**src/hw/rtl/sus_pkg.sv**
```systemverilog
// ----------------------------------------------------------------------------
// sus_pkg
// Shared types and codes for the sorted unique set: request codes and the
// per-cycle update command that the top level sends down the row of cells.
// ----------------------------------------------------------------------------
`default_nettype none

package sus_pkg;

   // request codes; the unused code behaves as a membership test
   typedef enum logic [1:0] {
      FUNC_TEST   = 2'd0,
      FUNC_ADD    = 2'd1,
      FUNC_REMOVE = 2'd2
   } func_type;

   localparam int unsigned VALUE_W = 32;
   localparam int unsigned COUNT_W = 5;

   typedef logic signed [VALUE_W-1:0] value_type;

   // update command broadcast to every cell in the shift cycle
   typedef struct packed {
      logic      insert;
      logic      remove;
      value_type value;
   } cell_cmd_type;

endpackage

`default_nettype wire

```
**src/hw/rtl/sorted_unique_set.sv**
```systemverilog
// ----------------------------------------------------------------------------
// sorted_unique_set
// Ascending set of distinct signed 32-bit values held in a row of cells,
// with membership test, add and remove requests.
// ----------------------------------------------------------------------------
// Each item has a compare cycle and a shift cycle: in the cycle it is accepted
// every cell compares its entry with the value, and in the next cycle the row
// shifts right (add) or left (remove) from the sorted position while busy is
// high. The result appears on the rsp_ ports for one cycle, flagged by
// rsp_strobe, in the cycle after that, and a new item may be started in that
// same cycle; no new item is taken while busy is high. Results cannot be held
// off by the receiver. rsp_count carries the low 5 bits of the count.
`default_nettype none

module sorted_unique_set #(
   parameter int unsigned CAPACITY = 16
) (
   input  wire                 clock,
   input  wire                 reset,
   input  wire                 start,
   output logic                busy,
   input  wire  [1:0]          req_func,
   input  wire sus_pkg::value_type req_value,
   output logic                rsp_strobe,
   output logic                rsp_was_present,
   output logic                rsp_changed,
   output logic                rsp_full_reject,
   output logic [sus_pkg::COUNT_W-1:0] rsp_count
);
   import sus_pkg::*;

   localparam int unsigned CW = $clog2(CAPACITY + 1);

   logic                busy_ff;
   logic                accept;
   logic [1:0]          func_ff;
   value_type           value_ff;
   logic [CW-1:0]       count_ff;
   logic [CW-1:0]       count_in;

   value_type           ent   [CAPACITY];
   logic [CAPACITY-1:0] less_vec;
   logic [CAPACITY-1:0] eq_vec;
   cell_cmd_type        cmd;

   logic present;
   logic full;
   logic do_add;
   logic reject;
   logic [CW+COUNT_W-1:0] count_wide;

   logic                rsp_strobe_ff;
   logic                rsp_present_ff;
   logic                rsp_changed_ff;
   logic                rsp_reject_ff;
   logic [COUNT_W-1:0]  rsp_count_ff;

   assign accept = start && !busy_ff;
   assign busy   = busy_ff;

   // request capture and shift-cycle flag
   always_ff @(posedge clock) begin
      if (reset) begin
         busy_ff <= 1'b0;
      end else begin
         busy_ff <= accept;
      end
   end

   always_ff @(posedge clock) begin
      if (accept) begin
         func_ff  <= req_func;
         value_ff <= req_value;
      end
   end

   // decision from the registered compare flags
   always_comb begin
      present    = |eq_vec;
      full       = (count_ff == CW'(CAPACITY));
      do_add     = busy_ff && (func_ff == FUNC_ADD) && !present;
      reject     = do_add && full;
      cmd.insert = do_add && !full;
      cmd.remove = busy_ff && (func_ff == FUNC_REMOVE) && present;
      cmd.value  = value_ff;
      count_in   = count_ff;
      if (cmd.insert) begin
         count_in = count_ff + CW'(1);
      end else if (cmd.remove) begin
         count_in = count_ff - CW'(1);
      end
      count_wide = {{COUNT_W{1'b0}}, count_in};
   end

   always_ff @(posedge clock) begin
      if (reset) begin
         count_ff <= '0;
      end else begin
         count_ff <= count_in;
      end
   end

   // row of cells
   for (genvar i = 0; i < CAPACITY; i++) begin : g_cell
      logic      occ;
      logic      left_less;
      value_type left_entry;
      value_type right_entry;

      assign occ = (CW'(i) < count_ff);

      if (i == 0) begin : g_first
         assign left_less  = 1'b1;
         assign left_entry = cmd.value;
      end else begin : g_mid
         assign left_less  = less_vec[i-1];
         assign left_entry = ent[i-1];
      end

      if (i == CAPACITY - 1) begin : g_last
         assign right_entry = ent[i];
      end else begin : g_inner
         assign right_entry = ent[i+1];
      end

      sus_cell u_cell (
         .clock       (clock),
         .cmp_en      (accept),
         .occupied    (occ),
         .cmp_value   (req_value),
         .cmd         (cmd),
         .left_entry  (left_entry),
         .left_less   (left_less),
         .right_entry (right_entry),
         .entry       (ent[i]),
         .less        (less_vec[i]),
         .equal       (eq_vec[i])
      );
   end

   // result register
   always_ff @(posedge clock) begin
      if (reset) begin
         rsp_strobe_ff <= 1'b0;
      end else begin
         rsp_strobe_ff <= busy_ff;
      end
   end

   always_ff @(posedge clock) begin
      if (busy_ff) begin
         rsp_present_ff <= present;
         rsp_changed_ff <= cmd.insert || cmd.remove;
         rsp_reject_ff  <= reject;
         rsp_count_ff   <= count_wide[COUNT_W-1:0];
      end
   end

   assign rsp_strobe      = rsp_strobe_ff;
   assign rsp_was_present = rsp_present_ff;
   assign rsp_changed     = rsp_changed_ff;
   assign rsp_full_reject = rsp_reject_ff;
   assign rsp_count       = rsp_count_ff;

endmodule

`default_nettype wire

```
**src/hw/rtl/sus_cell.sv**
```systemverilog
// ----------------------------------------------------------------------------
// sus_cell
// One slot of the sorted row. Compares its entry with the request value, then
// keeps its entry, takes the new value, or takes a neighbor's entry.
// ----------------------------------------------------------------------------
`default_nettype none

module sus_cell (
   input  wire                  clock,
   input  wire                  cmp_en,
   input  wire                  occupied,
   input  wire sus_pkg::value_type    cmp_value,
   input  wire sus_pkg::cell_cmd_type cmd,
   input  wire sus_pkg::value_type    left_entry,
   input  wire                  left_less,
   input  wire sus_pkg::value_type    right_entry,
   output sus_pkg::value_type   entry,
   output logic                 less,
   output logic                 equal
);
   import sus_pkg::*;

   value_type entry_ff;
   value_type entry_in;
   logic      less_ff;
   logic      eq_ff;

   // compare stage: flags held for the shift cycle
   always_ff @(posedge clock) begin
      if (cmp_en) begin
         less_ff <= occupied && (entry_ff < cmp_value);
         eq_ff   <= occupied && (entry_ff == cmp_value);
      end
   end

   // shift stage: slots at or above the sorted position move
   always_comb begin
      entry_in = entry_ff;
      if (cmd.insert && !less_ff) begin
         entry_in = left_less ? cmd.value : left_entry;
      end else if (cmd.remove && !less_ff) begin
         entry_in = right_entry;
      end
   end

   always_ff @(posedge clock) begin
      entry_ff <= entry_in;
   end

   assign entry = entry_ff;
   assign less  = less_ff;
   assign equal = eq_ff;

endmodule

`default_nettype wire

```
**config.mk**
```make
export PLATFORM = sky130hd
export DESIGN_NAME = sorted_unique_set
export DESIGN_NICKNAME = d
export VERILOG_FILES = /design/src/hw/rtl/sus_pkg.sv /design/src/hw/rtl/sorted_unique_set.sv /design/src/hw/rtl/sus_cell.sv
export SDC_FILE = /design/constraint.sdc
export NUM_CORES = 2
export LEC_CHECK = 0
export BUFFER_PORTS_ARGS = -buffer_cell sky130_fd_sc_hd__clkbuf_2
export CAP_MARGIN = 20
export CORE_ASPECT_RATIO = 1.75
export CORE_MARGIN = 1
export CORE_UTILIZATION = 28
export CTS_CLUSTER_SIZE = 28
export DETAILED_ROUTE_END_ITERATION = 7
export GPL_TIMING_DRIVEN = 0
export SETUP_SLACK_MARGIN = 0.1
export SYNTH_ARGS = -nofsm -noshare
export SYNTH_HDL_FRONTEND = slang
export SYNTH_SLANG_ARGS = --single-unit
export TNS_END_PERCENT = 1
```
**constraint.sdc**
```tcl
create_clock -name clock -period 4.15 [get_ports clock]
set_clock_uncertainty 0.1 [all_clocks]
set_input_delay 0.2075 -clock clock [delete_from_list [all_inputs] [get_ports clock]]
set_output_delay 0.2075 -clock clock [all_outputs]
set_load 0.02 [all_outputs]
```
==> results.yml <==
run_status:
  status: "completed"
placed_design:
  placed_area_sq_mm: 0.04278
  dp_hpwl_microns: 108700
  gp_congestion: 0.9324
  io_buffers: 46
cts:
  clock_latency_ns: 0.68
  ctsLongestPathBuffers: 3
  root_buffer: "clkbuf_16"
  cts_tree: "yes"
  clkTransAtPathRegs_ns: 0.06
  htree_levels: 3
  cts_buffers: 67
  cts_sinks: 593
global_route:
  met1_usage: 0.1558
  grt_pass1_wl_microns: 193300
  gr-usage-all-layers: 0.1824
  overflow: 0
  grt_max_degree: 28
  globalRouteMet3Util: 0.01844
  busiest_layer: "met2"
  antenna_found_initial: 4
  grt_pass1_vias: 31610
  met2_usage: 0.3630
worst_setup_path:
  rrSetupSlack_ns: 0.42
  crit_path_end_kind: "register"
  cp.arrival_ns: 4.28
  r2r_cells: 8
  worst_setup_path_start_kind: "input pin"
  rr_startpoint: "g_cell[1].u_cell.equal"
  cp_max_fo: 16
  crit_required_ns: 4.46
  criticalPathCategory: "input pin to register"
  reg2reg_to: "g_cell[4].u_cell.entry[10]"
yosys:
  syn-num-nets: 4224
  yosysWarnings: 0
  synth_compound_area_frac: 0.1221
  yosys.area.top_type: "edfxtp_1"
  synth_edf_count: 586
  synth_top_family_by_area: "adder cells"
  synth-main-ff-cell: "edfxtp_1"
  ys_top_cells_by_area: "edfxtp_1 44%, ha_1 16%, mux2i_1 11%"
  yosysTopAreaCellShare: 0.4434
  synthAdderAreaFrac: 0.1624
  syn_inst: 3672
  netlist_area_sq_mm: 0.03968
  ys_seq_area_frac: 0.4470
  postSynthAreaPerCell_sq_um: 10.81
  synthSimpleGateAreaFrac: 0.1081
  synthXorXnorAreaFrac: 0.0008828
  synthArstFlopShare: 0
  netlist-cell-type-count: 58
  synth_seq_cells: 593
  muxShareOfSynthArea: 0.1323
hold_path:
  holdCritStartpoint: "req_value[0]"
  hold_class: "input pin to register"
  hold_end: "g_cell[0].left_entry[0]"
  whs_path_depth: 1
die:
  core-area_sq_mm: 0.1405
  chipWidth_microns: 286.6
  dieArea_sq_mm: 0.1433
  placementRows: 182
  io_pins: 47
  die_h_microns: 500.0
  start_util: 0.2824
timing:
  period_needed_ns: 3.975
  rsz0062_at_grt: "false"
  worst_pin_slew_ns: 1.189
  hold_violations: 0
  slew_violations: 0
  fmax_mhz: 251.6
  maxSlewHeadroom: 0.1998
  finalCritPeriodShare: 0.9579
  final-setup-viol-count: 0
finish:
  nets: 4398
  final_cell_mix: "635 x a21oi_1, 586 x edfxtp_1, 515 x ha_1"
  fillers: 14310
  layout_commonest_cell: "a21oi_1"
  post-route-cell-area_sq_mm: 0.04538
  final_util: 0.3230
  layout-drive-gt1-share: 0.09466
  synthToLayoutAreaGrowth_pct: 14.36
detailed_routing:
  routed_wl_microns: 132600
  initialDrtViolationCount: 1436
  vias_per_cell: 5.182
  vias: 29740
  final_antenna_net_count: 0
  drc: 0
  drt-pass1-iter-count: 7
  wire_per_inst_microns: 23.10
power_and_ir_drop:
  peakVddDrop_mv: 0.2679
  p_leak_uw: 0.01779
  power.density_mw_per_mm2: 322.3
job:
  drv_cap: 0
[through the flow]
stage          total power (uW)  setup WS, ns  hold slack [ns]  instances  TNS, ns
6_report                  14630        0.1747          0.07885       5739        0
5_1_grt                   15060        0.2217           0.1190       5739        0
4_1_cts                   14720        0.1859          0.04362       5738        0
3_5_place_dp               8379       -0.3371           0.2861       5581   -41.95
3_3_place_gp               8314        -1.753           0.2894       5558  -781.74
2_1_floorplan              7822        0.2766           0.1791       3672        0
[per-layer routing]
layer  wire length, microns  vias to the layer above  part of all wire
li1                       -                    14270                 -
met1                  42290                    14250              0.32
met2                  74000                      760              0.56
met3                   3512                      458             0.026
met4                  12720                        4             0.096
met5                     21                        -           0.00016
[report_power, final]
| part | internal [uW] | switching (uW) | total, uW |
|---|---|---|---|
| logic | 592 | 971 | 1560 |
| registers | 6630 | 98.4 | 6730 |
| clock network | 3610 | 2730 | 6340 |
| total | 10800 | 3800 | 14600 |
[registers in the layout, summed over array words and instances, names as in the netlist]
register	count
rsp_full_reject	1
busy	1
rsp_count	5
rsp_changed	1
g_cell.u_cell.entry	512
count_ff	5
g_cell.left_entry	32
rsp_was_present	1
g_cell.u_cell.equal	16
func_ff	2
rsp_strobe	1
g_cell.u_cell.less	16
[synthesized netlist by cell type (2+ instances only)]
master	n
o41ai_1	4
a221o_1	11
a21oi_1	635
nor2_1	510
nand4_1	56
nor4_2	4
and3b_1	2
mux2i_1	449
or3_1	9
nand2b_1	2
clkbuf_1	98
nor3b_1	3
o21ai_0	67
a21o_1	46
ha_1	515
nand3_1	53
nand2_1	134
o21bai_1	2
a31oi_1	3
and3_1	6
mux2_2	67
o311a_1	2
and4_1	45
a22o_1	4
a211oi_1	8
inv_1	66
dfxtp_1	7
nor2b_1	27
a21boi_0	11
o31a_1	7
nor3_1	31
buf_2	88
and2_1	2
o211ai_1	20
o21a_1	12
nor4_1	16
xor2_1	3
a221oi_1	27
nor2_4	14
edfxtp_1	586
or4_1	2
nand3b_1	2
[critical path: stages]
cell and delay [ns]:
dlygate4sd3_1 0.60, clkbuf_2 0.15, inv_1 0.51, ha_1 0.45
and4_1 0.27, nand2_1 0.14, nor4_1 0.98, o41ai_1 0.48
o211ai_1 0.35, mux2i_1 0.12
[cell families (layout without fill, tap and decap cells)]
kind of cell | after synthesis | after routing
flops | 593 | 593
fa+ha+maj | 515 | 515
compound gates | 866 | 866
mux | 516 | 516
simple gates | 923 | 923
other cells | 0 | 1
xor+xnor | 4 | 4
buf+inv | 255 | 481
[final cells by class]
cell class,instances,area [sq um],share of cell area
Clock buffer,82,1797,0.03959
Buffer,188,838.3,0.01847
Antenna cell,1,2.502,0.00005514
Multi-Input combinational cell,2824,20990,0.4625
Tap cell,1840,2302,0.05073
Timing Repair Buffer,106,1036,0.02283
Clock inverter,39,434.2,0.009566
Inverter,66,247.7,0.005459
Sequential cell,593,17740,0.3908
[how the worst max path moves through the flow]
stage	to	startpoint	slack (ns)
3_5_place_dp	g_cell[14].u_cell.entry[7]	busy	-0.34
2_1_floorplan	g_cell[0].u_cell.entry[0]	count_ff[1]	0.28
6_report	g_cell[15].u_cell.less	req_value[31]	0.17
5_1_grt	g_cell[1].u_cell.less	req_value[15]	0.22
4_1_cts	g_cell[0].u_cell.entry[3]	g_cell[1].u_cell.equal	0.19
3_3_place_gp	g_cell[4].u_cell.entry[6]	busy	-1.75
[timing repair]
item,4_1_cts,5_1_grt
setup buffers,1,0
endpoints found under the hold margin,53,0
endpoints found under the setup margin,288,183
hold buffers,35,0
gates resized for setup,2,1
pin swaps,1,0
No activity file was read; power rests on OpenSTA's default activity.
